==> src/fkf_pkg.sv <==
// package: widths, register codes and shared types of the free-run top-k finder
package fkf_pkg;

  // fixed field widths
  localparam int TOP_COUNT_W = 4;
  localparam int CLUSTER_W   = 21;
  localparam int START_W     = 23;
  localparam int KB_W        = 34;
  localparam int RANK_W      = 4;

  // kb conversion is a divide by 1024
  localparam int KB_SHIFT = 10;

  // configuration port
  localparam int CFG_DATA_W = 21;
  localparam int CFG_IDX_W  = 1;

  localparam logic [CFG_IDX_W-1:0] CFG_TOP_COUNT     = 1'd0;
  localparam logic [CFG_IDX_W-1:0] CFG_CLUSTER_BYTES = 1'd1;

  // register reset values
  localparam logic [TOP_COUNT_W-1:0] TOP_COUNT_RST     = 4'd10;
  localparam logic [CLUSTER_W-1:0]   CLUSTER_BYTES_RST = 21'd4096;

  // default sizes
  localparam int DEF_TOP_ENTRIES = 10;
  localparam int DEF_MAP_BITS    = 8388608;

  // control from the run tracker to the ranked list
  typedef struct packed {
    logic insert;
    logic clear;
  } list_ctrl_t;

endpackage

==> src/fkf_if.sv <==
// interfaces: bitmap input channel and report output channel

interface fkf_in_if import fkf_pkg::*; ();
  logic valid;
  logic ready;
  logic cluster_used;
  logic end_of_map;

  modport source (output valid, output cluster_used, output end_of_map, input ready);
  modport sink   (input valid, input cluster_used, input end_of_map, output ready);
endinterface

interface fkf_out_if import fkf_pkg::*; ();
  logic                valid;
  logic                ready;
  logic [RANK_W-1:0]   rank;
  logic [KB_W-1:0]     length_kb;
  logic [START_W-1:0]  start_bit;
  logic                run_valid;
  logic                last_result;

  modport source (output valid, output rank, output length_kb, output start_bit,
                  output run_valid, output last_result, input ready);
  modport sink   (input valid, input rank, input length_kb, input start_bit,
                  input run_valid, input last_result, output ready);
endinterface

==> src/fkf_rank_list.sv <==
// ranked list of the largest free runs with parallel compare-and-shift insertion
module fkf_rank_list import fkf_pkg::*; #(
  parameter int TOP_ENTRIES = DEF_TOP_ENTRIES,
  parameter int LEN_W       = 24,
  parameter int CNT_W       = 4
) (
  input  logic                clk,
  input  logic                rst_n,
  input  list_ctrl_t          ctrl,
  input  logic [START_W-1:0]  ins_start,
  input  logic [LEN_W-1:0]    ins_len,
  output logic [START_W-1:0]  nxt_start [TOP_ENTRIES],
  output logic [LEN_W-1:0]    nxt_len   [TOP_ENTRIES],
  output logic [CNT_W-1:0]    nxt_count
);

  logic [START_W-1:0]   start_r [TOP_ENTRIES];
  logic [LEN_W-1:0]     len_r   [TOP_ENTRIES];
  logic [CNT_W-1:0]     count_r;
  logic [CNT_W-1:0]     count_nxt;
  logic [TOP_ENTRIES-1:0] keep;

  // entries that rank at or above the new run form a prefix of the list
  for (genvar i = 0; i < TOP_ENTRIES; i++) begin : g_cmp
    assign keep[i] = (CNT_W'(i) < count_r) && (len_r[i] >= ins_len);
  end

  // each slot keeps, takes the new run, or takes its upper neighbour
  for (genvar i = 0; i < TOP_ENTRIES; i++) begin : g_slot
    if (i == 0) begin : g_head
      always_comb begin
        if (!ctrl.insert || keep[i]) begin
          nxt_start[i] = start_r[i];
          nxt_len[i]   = len_r[i];
        end else begin
          nxt_start[i] = ins_start;
          nxt_len[i]   = ins_len;
        end
      end
    end else begin : g_body
      always_comb begin
        if (!ctrl.insert || keep[i]) begin
          nxt_start[i] = start_r[i];
          nxt_len[i]   = len_r[i];
        end else if (keep[i-1]) begin
          nxt_start[i] = ins_start;
          nxt_len[i]   = ins_len;
        end else begin
          nxt_start[i] = start_r[i-1];
          nxt_len[i]   = len_r[i-1];
        end
      end
    end
  end

  // a run is never dropped while the list has room
  always_comb begin
    nxt_count = count_r;
    if (ctrl.insert && (count_r < CNT_W'(TOP_ENTRIES))) begin
      nxt_count = count_r + CNT_W'(1);
    end
  end

  assign count_nxt = ctrl.clear ? '0 : nxt_count;

  // list contents
  always_ff @(posedge clk) begin
    for (int i = 0; i < TOP_ENTRIES; i++) begin
      start_r[i] <= nxt_start[i];
      len_r[i]   <= nxt_len[i];
    end
  end

  // fill count
  always_ff @(posedge clk) begin
    if (!rst_n) begin
      count_r <= '0;
    end else begin
      count_r <= count_nxt;
    end
  end

`ifndef SYNTH
  a_count_bound: assert property (@(posedge clk) disable iff (!rst_n)
    count_r <= CNT_W'(TOP_ENTRIES))
    else $error("list count above capacity");

  a_clear_empties: assert property (@(posedge clk) disable iff (!rst_n)
    ctrl.clear |=> count_r == '0)
    else $error("list not empty after clear");

  a_insert_grows: assert property (@(posedge clk) disable iff (!rst_n)
    (ctrl.insert && !ctrl.clear && count_r < CNT_W'(TOP_ENTRIES))
    |=> count_r == $past(count_r) + CNT_W'(1))
    else $error("insert into a list with room did not grow it");
`endif

endmodule

==> src/free_run_top_k_finder.sv <==
// top level: free-run tracker, ranked list snapshot and report output stage
//
//  channel   dir  handshake          payload
//  in_ch     in   valid/ready        cluster_used, end_of_map
//  out_ch    out  valid/ready        rank, length_kb, start_bit, run_valid, last_result
//  cfg_*     in   cfg_we             cfg_index, cfg_wdata
//
// one bitmap bit is taken every cycle; run tracking and the sorted insert finish in that cycle
// on end of map the list is copied to a report buffer and cleared, so the next map streams on
// the report drains one result per ready cycle through the output register (one multiply each)
// an end-of-map bit waits only while the previous report still has results to drain
// reset is synchronous: control and config registers return to defaults, no clearing pass
module free_run_top_k_finder import fkf_pkg::*; #(
  parameter int TOP_ENTRIES = DEF_TOP_ENTRIES,
  parameter int MAP_BITS    = DEF_MAP_BITS
) (
  input  logic                   clk,
  input  logic                   rst_n,
  fkf_in_if.sink                 in_ch,
  fkf_out_if.source              out_ch,
  input  logic                   cfg_we,
  input  logic [CFG_IDX_W-1:0]   cfg_index,
  input  logic [CFG_DATA_W-1:0]  cfg_wdata
);

  localparam int PW     = $clog2(MAP_BITS + 1);
  localparam int CW     = $clog2(TOP_ENTRIES + 1);
  localparam int IW     = (TOP_ENTRIES > 1) ? $clog2(TOP_ENTRIES) : 1;
  localparam int LIM_W  = (CW > TOP_COUNT_W) ? CW : TOP_COUNT_W;
  localparam int PROD_W = PW + CLUSTER_W;

  // configuration
  logic [TOP_COUNT_W-1:0] top_count_r;
  logic [CLUSTER_W-1:0]   cluster_bytes_r;

  always_ff @(posedge clk) begin
    if (!rst_n) begin
      top_count_r     <= TOP_COUNT_RST;
      cluster_bytes_r <= CLUSTER_BYTES_RST;
    end else if (cfg_we) begin
      unique case (cfg_index)
        CFG_TOP_COUNT:     top_count_r     <= cfg_wdata[TOP_COUNT_W-1:0];
        CFG_CLUSTER_BYTES: cluster_bytes_r <= cfg_wdata[CLUSTER_W-1:0];
        default: ;
      endcase
    end
  end

  // run tracker state
  logic [PW-1:0]      bit_pos_r, bit_pos_nxt;
  logic               in_run_r, in_run_nxt;
  logic [START_W-1:0] run_start_r, run_start_nxt;
  logic [PW-1:0]      run_len_r, run_len_nxt;

  // report buffer and output stage
  logic [START_W-1:0] rep_start_r [TOP_ENTRIES];
  logic [PW-1:0]      rep_len_r   [TOP_ENTRIES];
  logic               rep_busy_r, rep_busy_nxt;
  logic [CW-1:0]      rep_n_r, rep_n_nxt;
  logic [CW-1:0]      rep_idx_r, rep_idx_nxt;

  logic               out_valid_r, out_valid_nxt;
  logic [RANK_W-1:0]  out_rank_r;
  logic [KB_W-1:0]    out_kb_r;
  logic [START_W-1:0] out_start_r;
  logic               out_runv_r;
  logic               out_last_r;

  logic               in_acc, in_map, free_bit, busy_bit, last_bit;
  logic               run_open_upd, close_now;
  logic [START_W-1:0] run_start_upd;
  logic [PW-1:0]      run_len_upd;

  logic               load_out, rep_final, rep_slot_free;
  logic [LIM_W-1:0]   limit;
  logic [CW-1:0]      report_n;
  logic [PROD_W-1:0]  prod;

  list_ctrl_t         list_ctrl;
  logic [START_W-1:0] nxt_start [TOP_ENTRIES];
  logic [PW-1:0]      nxt_len   [TOP_ENTRIES];
  logic [CW-1:0]      nxt_count;

  // input handshake: an end-of-map bit needs a free report buffer
  assign rep_final     = (rep_n_r == '0) || (rep_idx_r == rep_n_r - CW'(1));
  assign load_out      = rep_busy_r && (!out_valid_r || out_ch.ready);
  assign rep_slot_free = !rep_busy_r || (load_out && rep_final);
  assign in_ch.ready   = !in_ch.end_of_map || rep_slot_free;
  assign in_acc        = in_ch.valid && in_ch.ready;

  // current bit against the open run
  assign in_map   = bit_pos_r < PW'(MAP_BITS);
  assign free_bit = in_map && !in_ch.cluster_used;
  assign busy_bit = in_map && in_ch.cluster_used;
  assign last_bit = in_ch.end_of_map;

  always_comb begin
    run_open_upd  = in_run_r || free_bit;
    run_start_upd = run_start_r;
    run_len_upd   = run_len_r;
    if (free_bit) begin
      if (in_run_r) begin
        run_len_upd = run_len_r + PW'(1);
      end else begin
        run_start_upd = START_W'(bit_pos_r);
        run_len_upd   = PW'(1);
      end
    end
    close_now = run_open_upd && (busy_bit || last_bit);
  end

  // tracker next state
  always_comb begin
    bit_pos_nxt   = bit_pos_r;
    in_run_nxt    = in_run_r;
    run_start_nxt = run_start_r;
    run_len_nxt   = run_len_r;
    if (in_acc) begin
      if (last_bit) begin
        bit_pos_nxt   = '0;
        in_run_nxt    = 1'b0;
        run_start_nxt = '0;
        run_len_nxt   = '0;
      end else begin
        bit_pos_nxt = bit_pos_r + PW'(in_map);
        if (close_now) begin
          in_run_nxt    = 1'b0;
          run_start_nxt = '0;
          run_len_nxt   = '0;
        end else begin
          in_run_nxt    = run_open_upd;
          run_start_nxt = run_start_upd;
          run_len_nxt   = run_len_upd;
        end
      end
    end
  end

  always_ff @(posedge clk) begin
    if (!rst_n) begin
      bit_pos_r   <= '0;
      in_run_r    <= 1'b0;
      run_start_r <= '0;
      run_len_r   <= '0;
    end else begin
      bit_pos_r   <= bit_pos_nxt;
      in_run_r    <= in_run_nxt;
      run_start_r <= run_start_nxt;
      run_len_r   <= run_len_nxt;
    end
  end

  // ranked list
  assign list_ctrl.insert = in_acc && close_now;
  assign list_ctrl.clear  = in_acc && last_bit;

  fkf_rank_list #(
    .TOP_ENTRIES (TOP_ENTRIES),
    .LEN_W       (PW),
    .CNT_W       (CW)
  ) u_list (
    .clk       (clk),
    .rst_n     (rst_n),
    .ctrl      (list_ctrl),
    .ins_start (run_start_upd),
    .ins_len   (run_len_upd),
    .nxt_start (nxt_start),
    .nxt_len   (nxt_len),
    .nxt_count (nxt_count)
  );

  // number of results: list fill capped by top_count, zero or oversize meaning all
  always_comb begin
    if ((top_count_r == '0) || (LIM_W'(top_count_r) > LIM_W'(TOP_ENTRIES))) begin
      limit = LIM_W'(TOP_ENTRIES);
    end else begin
      limit = LIM_W'(top_count_r);
    end
    report_n = (LIM_W'(nxt_count) < limit) ? nxt_count : CW'(limit);
  end

  // report buffer contents, copied on end of map
  always_ff @(posedge clk) begin
    if (list_ctrl.clear) begin
      for (int i = 0; i < TOP_ENTRIES; i++) begin
        rep_start_r[i] <= nxt_start[i];
        rep_len_r[i]   <= nxt_len[i];
      end
    end
  end

  // report sequencing
  always_comb begin
    rep_busy_nxt = rep_busy_r;
    rep_n_nxt    = rep_n_r;
    rep_idx_nxt  = rep_idx_r;
    if (load_out) begin
      rep_idx_nxt = rep_idx_r + CW'(1);
      if (rep_final) begin
        rep_busy_nxt = 1'b0;
      end
    end
    if (list_ctrl.clear) begin
      rep_busy_nxt = 1'b1;
      rep_n_nxt    = report_n;
      rep_idx_nxt  = '0;
    end
  end

  always_ff @(posedge clk) begin
    if (!rst_n) begin
      rep_busy_r <= 1'b0;
      rep_n_r    <= '0;
      rep_idx_r  <= '0;
    end else begin
      rep_busy_r <= rep_busy_nxt;
      rep_n_r    <= rep_n_nxt;
      rep_idx_r  <= rep_idx_nxt;
    end
  end

  // kb conversion of the entry being reported
  assign prod = PROD_W'(rep_len_r[rep_idx_r[IW-1:0]]) * PROD_W'(cluster_bytes_r);

  // output register
  assign out_valid_nxt = load_out ? 1'b1 : (out_ch.ready ? 1'b0 : out_valid_r);

  always_ff @(posedge clk) begin
    if (!rst_n) begin
      out_valid_r <= 1'b0;
    end else begin
      out_valid_r <= out_valid_nxt;
    end
  end

  always_ff @(posedge clk) begin
    if (load_out) begin
      if (rep_n_r == '0) begin
        out_rank_r  <= '0;
        out_kb_r    <= '0;
        out_start_r <= '0;
        out_runv_r  <= 1'b0;
        out_last_r  <= 1'b1;
      end else begin
        out_rank_r  <= RANK_W'(rep_idx_r) + RANK_W'(1);
        out_kb_r    <= KB_W'(prod >> KB_SHIFT);
        out_start_r <= rep_start_r[rep_idx_r[IW-1:0]];
        out_runv_r  <= 1'b1;
        out_last_r  <= rep_final;
      end
    end
  end

  assign out_ch.valid       = out_valid_r;
  assign out_ch.rank        = out_rank_r;
  assign out_ch.length_kb   = out_kb_r;
  assign out_ch.start_bit   = out_start_r;
  assign out_ch.run_valid   = out_runv_r;
  assign out_ch.last_result = out_last_r;

`ifndef SYNTH
  a_stall_only_busy: assert property (@(posedge clk) disable iff (!rst_n)
    !in_ch.ready |-> rep_busy_r)
    else $error("input stalled with no report pending");

  a_idx_in_range: assert property (@(posedge clk) disable iff (!rst_n)
    (rep_busy_r && rep_n_r != '0) |-> rep_idx_r < rep_n_r)
    else $error("report index beyond result count");

  a_no_run_shape: assert property (@(posedge clk) disable iff (!rst_n)
    (out_valid_r && !out_runv_r) |-> (out_last_r && out_rank_r == '0))
    else $error("empty-map result not a lone final result");

  a_count_bound: assert property (@(posedge clk) disable iff (!rst_n)
    rep_n_r <= CW'(TOP_ENTRIES))
    else $error("report count above list capacity");
`endif

endmodule
==> src/flat_wrapper.sv <==
// flat-port wrapper written by rule: the top's interface ports become plain ports
module free_run_top_k_finder_flat import fkf_pkg::*;
#(
  parameter int TOP_ENTRIES = DEF_TOP_ENTRIES,
  parameter int MAP_BITS    = DEF_MAP_BITS
)
  (clk, rst_n, cfg_we, cfg_index, cfg_wdata, in_ch_valid, in_ch_cluster_used, in_ch_end_of_map, in_ch_ready, out_ch_valid, out_ch_rank, out_ch_length_kb, out_ch_start_bit, out_ch_run_valid, out_ch_last_result, out_ch_ready);
  fkf_in_if in_ch_i ();
  fkf_out_if out_ch_i ();
  input  logic clk;
  input  logic rst_n;
  input  logic cfg_we;
  input  logic [CFG_IDX_W-1:0] cfg_index;
  input  logic [CFG_DATA_W-1:0] cfg_wdata;
  input wire logic [$bits(in_ch_i.valid)-1:0] in_ch_valid;
  input wire logic [$bits(in_ch_i.cluster_used)-1:0] in_ch_cluster_used;
  input wire logic [$bits(in_ch_i.end_of_map)-1:0] in_ch_end_of_map;
  output wire logic [$bits(in_ch_i.ready)-1:0] in_ch_ready;
  output wire logic [$bits(out_ch_i.valid)-1:0] out_ch_valid;
  output wire logic [$bits(out_ch_i.rank)-1:0] out_ch_rank;
  output wire logic [$bits(out_ch_i.length_kb)-1:0] out_ch_length_kb;
  output wire logic [$bits(out_ch_i.start_bit)-1:0] out_ch_start_bit;
  output wire logic [$bits(out_ch_i.run_valid)-1:0] out_ch_run_valid;
  output wire logic [$bits(out_ch_i.last_result)-1:0] out_ch_last_result;
  input wire logic [$bits(out_ch_i.ready)-1:0] out_ch_ready;
  assign in_ch_i.valid = in_ch_valid;
  assign in_ch_i.cluster_used = in_ch_cluster_used;
  assign in_ch_i.end_of_map = in_ch_end_of_map;
  assign in_ch_ready = in_ch_i.ready;
  assign out_ch_valid = out_ch_i.valid;
  assign out_ch_rank = out_ch_i.rank;
  assign out_ch_length_kb = out_ch_i.length_kb;
  assign out_ch_start_bit = out_ch_i.start_bit;
  assign out_ch_run_valid = out_ch_i.run_valid;
  assign out_ch_last_result = out_ch_i.last_result;
  assign out_ch_i.ready = out_ch_ready;
  free_run_top_k_finder #(.TOP_ENTRIES(TOP_ENTRIES), .MAP_BITS(MAP_BITS)) u_core (.clk(clk), .rst_n(rst_n), .in_ch(in_ch_i), .out_ch(out_ch_i), .cfg_we(cfg_we), .cfg_index(cfg_index), .cfg_wdata(cfg_wdata));
endmodule
==> config.mk <==
export PLATFORM = sky130hd
export DESIGN_NAME = free_run_top_k_finder_flat
export DESIGN_NICKNAME = d
export VERILOG_FILES = /design/src/fkf_pkg.sv /design/src/fkf_if.sv /design/src/fkf_rank_list.sv /design/src/free_run_top_k_finder.sv /design/src/flat_wrapper.sv
export SDC_FILE = /design/constraint.sdc
export NUM_CORES = 2
export LEC_CHECK = 0
export ABC_AREA = 1
export BUFFER_PORTS_ARGS = -buffer_cell sky130_fd_sc_hd__buf_4
export CAP_MARGIN = 15
export CORE_MARGIN = 2
export CORE_UTILIZATION = 54
export CTS_BUF_LIST = sky130_fd_sc_hd__clkbuf_4
export CTS_CLUSTER_SIZE = 8
export DETAILED_ROUTE_END_ITERATION = 8
export GPL_TIMING_DRIVEN = 0
export PLACE_DENSITY_LB_ADDON = 0.15
export SLEW_MARGIN = 20
export SYNTH_ARGS = -nofsm -noshare
export SYNTH_HDL_FRONTEND = slang
export SYNTH_HIERARCHICAL = 1
export SYNTH_SLANG_ARGS = --single-unit
export TNS_END_PERCENT = 100
==> constraint.sdc <==
create_clock -name clk -period 12.7 [get_ports clk]
set_clock_uncertainty 0.2 [all_clocks]
set_input_delay 2.54 -clock clk [delete_from_list [all_inputs] [get_ports clk]]
set_output_delay 2.54 -clock clk [all_outputs]
set_load 0.05 [all_outputs]
After elaboration in Yosys (flattened, before gate mapping) --
Memories as Yosys holds them, arrays and structs flattened. A register that Yosys moved wholly into a read port is not among the register bits. Cells that the tools add are included.
Storage, ports and cells: register bits 151, RAM bits 940, word-level logic and storage cells 164, memories kept 4
Cells by class: add/subtract/negate cells 5, $mul 1, order comparisons 24, equality and inequality tests 1, mux-type cells 62, bitwise logic cells 2, reduce and logical (&&, ||, !) cells 50
Memory list:
- u_core.rep_len_r | words 10, bits a word 24, read ports 1, clocked after memory_dff 1, wr ports 10, RTL line free_run_top_k_finder.sv:57 | logic [PW-1:0] rep_len_r [TOP_ENTRIES];
- u_core.u_list.len_r | words 10, bits a word 24, read ports 10, clocked after memory_dff 0, wr ports 10, RTL line fkf_rank_list.sv:18 | logic [LEN_W-1:0] len_r [TOP_ENTRIES];
- u_core.rep_start_r | words 10, bits a word 23, read ports 1, clocked after memory_dff 1, wr ports 10, RTL line free_run_top_k_finder.sv:56 | logic [START_W-1:0] rep_start_r [TOP_ENTRIES];
- u_core.u_list.start_r | words 10, bits a word 23, read ports 10, clocked after memory_dff 0, wr ports 10, RTL line fkf_rank_list.sv:17 | logic [START_W-1:0] start_r [TOP_ENTRIES];
Operators with widths (count):
- $mux 24 | 24
- $mux 23 | 23
- $ge 24x24->1 | 10
- $mul 24x21->44 | 1
- $add 24x1->24 | 1
- $add 24x1->24 const B | 1
- $lt 24x24->1 const B | 1
- $mux 4 | 5
- $logic_and 1x1->1 | 19
- $logic_or 1x1->1 | 17
- $lt 3x4->1 const A | 4
- $mux 1 | 10
- $add 4x1->4 const B | 2
- $logic_not 4->1 | 2
- $lt 1x4->1 const A | 2
- $lt 2x4->1 const A | 2
- $lt 4x4->1 const A | 2
- $reduce_and 2->1 | 3
- $reduce_bool 2->1 | 3
- $logic_not 1->1 | 5
- $eq 4x4->1 | 1
- $gt 4x4->1 const B | 1
- $lt 4x4->1 | 1
- $lt 4x4->1 const B | 1
- 3 further kinds | 4

Logic depth before layout (Yosys ltp) --
depth in word-level cells 12, depth in mapped cells 37, mapped depth without buffers 35

Cells and area by module --
The synthesis kept the hierarchy.
By module, submodules not included:
- free_run_top_k_finder | instances 1, cells each 4247, area each 42200.5 µm², seq. area each 18227.5 µm²
- fkf_rank_list | instances 1, cells each 4394, area each 27841.7 µm², seq. area each 9489.1 µm²

Worst setup path before layout --
Ideal clock, no wire load.
path type input -> register, start input port out_ch_ready, end memory u_core/rep_len_r[0][0] in the netlist's numbering, enable pin, library setup time 1.962 ns, arrival 9.415 ns, slack 1.122 ns, cell stages on the path 10, buffers on the path 0, cell sequence inv_1 nand2_1 nand2_1 clkinv_1 nand2_1 nand3_2 nand2_4 clkinv_4 nand2_4 clkinv_2
RTL lines:
- from (decl) | RTL line flat_wrapper.sv:25 | input wire logic [$bits(out_ch_i.ready)-1:0] out_ch_ready;
- to (decl) | RTL line free_run_top_k_finder.sv:57

==> impl_metrics.py <==
metrics = {
    "clock_tree": {
        "cts_root_buf": "clkbuf_4",
        "clock-sinks": 1118,
        "cts_inserted_buffers": 312,
        "holdBufCountCts": 0,
        "clk_path_buf_depth": 4,
        "cts_max_level": 5,
        "postCtsSetupBuffers": 0,
        "insertion_delay_ps": 1280,
        "cts.reportedPaths.clkPinSlew_ps": 70,
        "cts_tree": "done",
        "ctsResizeCount": 0,
    },
    "power_and_ir_drop": {
        "power.leakage_nw": 36.7,
        "pwr-share-seq_pct": 26.7,
        "combPwrFrac_pct": 55.7,
        "internal-power_mw": 9.66,
        "finalPower_mw": 18.8,
        "power.switching_mw": 9.13,
        "clockPowerShare_pct": 17.7,
        "peakVddDrop_mv": 0.368,
        "netSwitchingFraction_pct": 48.6,
        "p_per_area_mw_per_mm2": 244,
    },
    "grt": {
        "antenna_found_initial": 6,
        "grt_use_met2_pct": 56.5,
        "grt_use_met1_pct": 44.7,
        "grtUsageMet3_pct": 5.93,
        "grt_pass1_vias": 59000,
        "grt_overflow_total": 0,
        "grt-busiest-layer": "met2",
        "grt_pass1_wl_um": 350000,
        "track_usage_pct": 35.3,
        "grt_start_max_net_pins": 132,
    },
    "synth": {
        "syn_inst": 8641,
        "synth.cell_area_mm2": 0.0700,
        "syn_area_per_cell_um2": 8.11,
        "ys_async_sr_fraction_pct": 0,
        "syn_nets": 9480,
        "synth_flop_cell": "dfxtp_1",
        "ys_seq_elements": 1118,
        "synth_edf_count": 533,
        "synth_cell_type_count": 55,
        "ys_warn_count": 6,
        "seq_area_frac_synth_pct": 39.6,
    },
    "run_status": {
        "status": "completed",
    },
    "detailed_routing": {
        "via_per_inst": 5.53,
        "wl_per_cell_um": 21.2,
        "vias": 61000,
        "first_pass_iters": 8,
        "antenna_left": 0,
        "wl_um": 234000,
        "drc": 0,
        "drt_iter0_markers": 6487,
    },
    "floorplan": {
        "rows": 132,
        "core_mm2": 0.129,
        "dieArea_mm2": 0.133,
        "io_pins": 94,
        "die_h_um": 364,
        "die_w_um": 364,
        "initial_utilization_pct": 54.2,
    },
    "place": {
        "placement.cell_area_mm2": 0.0731,
        "place.gp.congestion": 1.01,
        "port_buffers": 93,
        "hpwl_um": 182000,
    },
    "layout": {
        "layout_common_cells": "nand2_1 (2909), inv_1 (895), nor2_1 (677), dfxtp_1 (585), nand3_1 (573)",
        "area_growth_pct": 9.98,
        "n_fill_cell": 12100,
        "post_route_cells_drive_above_1_share_pct": 9.52,
        "fin_nets": 9892,
        "finalInstanceArea_mm2": 0.0770,
        "mostFrequentLayoutCell": "nand2_1",
    },
    "worst_setup_path": {
        "path_common_cell": "fa_1",
        "arrival_ps": 10800,
        "critPathMaxFanout": 10,
        "worst-endpoint-required_ps": 13460,
        "worstSetupStartpointType": "flop",
        "crit_type": "flop to flop",
        "reg2reg_depth": 31,
        "crit_path_end_kind": "flop",
        "slowest_stage": "fa_1",
        "critical-path-max-stage-delay_ps": 660,
    },
    "timing": {
        "slew-limit-headroom_pct": 14.7,
        "report.final.slew_viol_count": 0,
        "rsz0062_at_grt": "false",
        "max_freq_mhz": 99.5,
        "tightest_slew_ps": 1280,
        "holdWs_ps": 253,
        "fin_crit_ps": 10050,
        "hold_viol": 0,
        "min_period_over_period_pct": 79.1,
        "setup_violations": 0,
    },
    "worst_hold_path": {
        "hold_depth": 2,
        "hold_class": "flop to flop",
    },
    "job": {
        "drv_cap": 0,
    },
}
-- registers in the layout, summed over array words and instances, names as in the netlist, 23 cells and up, named ones only --
register / count
u_core/bit_pos_r: 24
u_core/rep_start_r: 230
u_core/run_len_r: 24
u_core/u_list/start_r: 230
u_core/rep_len_r: 240
u_core/out_ch.start_bit: 23
u_core/run_start_r: 23
u_core/out_ch.length_kb: 34
u_core/u_list/len_r: 240
-- per-stage QoR --
stage / setup TNS (ps) / utilization [%] / instances / worst slack (ps)
global placement: -1604020 / 56.5 / 10500 / -3470
floorplan: 0 / - / 8641 / 1120
CTS: 0 / 59.6 / 11000 / 2930
global route: 0 / 59.6 / 11000 / 2180
finish: 0 / 59.6 / 11000 / 2650
detailed placement: 0 / 56.6 / 10500 / 2910
-- critical path, delay by kind of cell (launching register included) --
| kind | cells | cell delay [ps] |
|---|---|---|
| and+or+nand+nor | 5 | 1110 |
| DFF | 1 | 420 |
| xor gates and xnor gates | 1 | 340 |
| adders and majority gates | 8 | 4020 |
| AOI/OAI and AO/OA | 7 | 1510 |
| buffers and inverters | 10 | 2130 |
-- cells in the mapped netlist, types with 26 or more instances --
library cell	instances	share of area, %
nand3_1	573	4.1
mux2i_1	61	0.87
buf_2	137	0.98
nor2_1	677	3.6
nand2_1	2909	16
o221ai_1	29	0.36
buf_6	37	0.59
nand4_1	26	0.23
fa_1	413	12
a21oi_1	365	2.6
o21ai_0	372	2.7
edfxtp_1	533	23
inv_1	895	4.8
ha_1	397	7.1
dfxtp_1	585	17
buf_4	61	0.65
clkbuf_1	229	1.2
nor3_1	29	0.21
o211ai_1	44	0.47
-- cell type report --
cell class | instances | area (um2) | share of cell area, %
multi-input cells | 6112 | 36300 | 47.2
clock inverters | 83 | 458 | 0.594
well taps | 1742 | 2180 | 2.83
plain buffers | 481 | 2490 | 3.23
diodes | 9 | 22.5 | 0.0292
inverters | 930 | 3510 | 4.56
flip-flops and latches | 1118 | 27700 | 36.0
repair buffers | 98 | 823 | 1.07
clock buffers | 464 | 3480 | 4.52
-- power by group through the flow --
stage / Combinational, mW / Clock [mW] / Sequential (mW)
after floorplan: 6.33 / 0 / 5.12
after global placement: 10.1 / 0 / 5.09
after detailed placement: 10.2 / 0 / 5.06
after CTS: 10.3 / 3.38 / 4.99
after global routing: 11.4 / 3.56 / 5.06
final: 10.5 / 3.32 / 5.01
-- layer usage --
layer / up-vias / share of wire, %
met5: - / 0.018
met4: 6 / 6.7
met3: 675 / 8.8
met2: 3033 / 45
met1: 28700 / 39
li1: 28700 / -
-- worst paths after layout --
path,start,end,slack (ps)
worst max-delay path,flop,u_core/out_ch.length_kb[27],2650
worst min-delay path,u_core/u_list/start_r[9][14],u_core/u_list/start_r[9][14],250
worst max register to register,flop,u_core/out_ch.length_kb[27],2650
worst min register to register,u_core/u_list/start_r[9][14],u_core/u_list/start_r[9][14],250
-- kinds of logic after synthesis --
logic type	share of synthesized area (%)
multiplexers	0.872
XOR/XNOR	0.413
adder cells (fa/ha/maj)	18.9
buffers and inverters	8.54
AND/OR/NAND/NOR	24.3
AO/OA/AOI/OAI	7.38
flip-flops	39.6
Power figures use the tool's default switching activity.
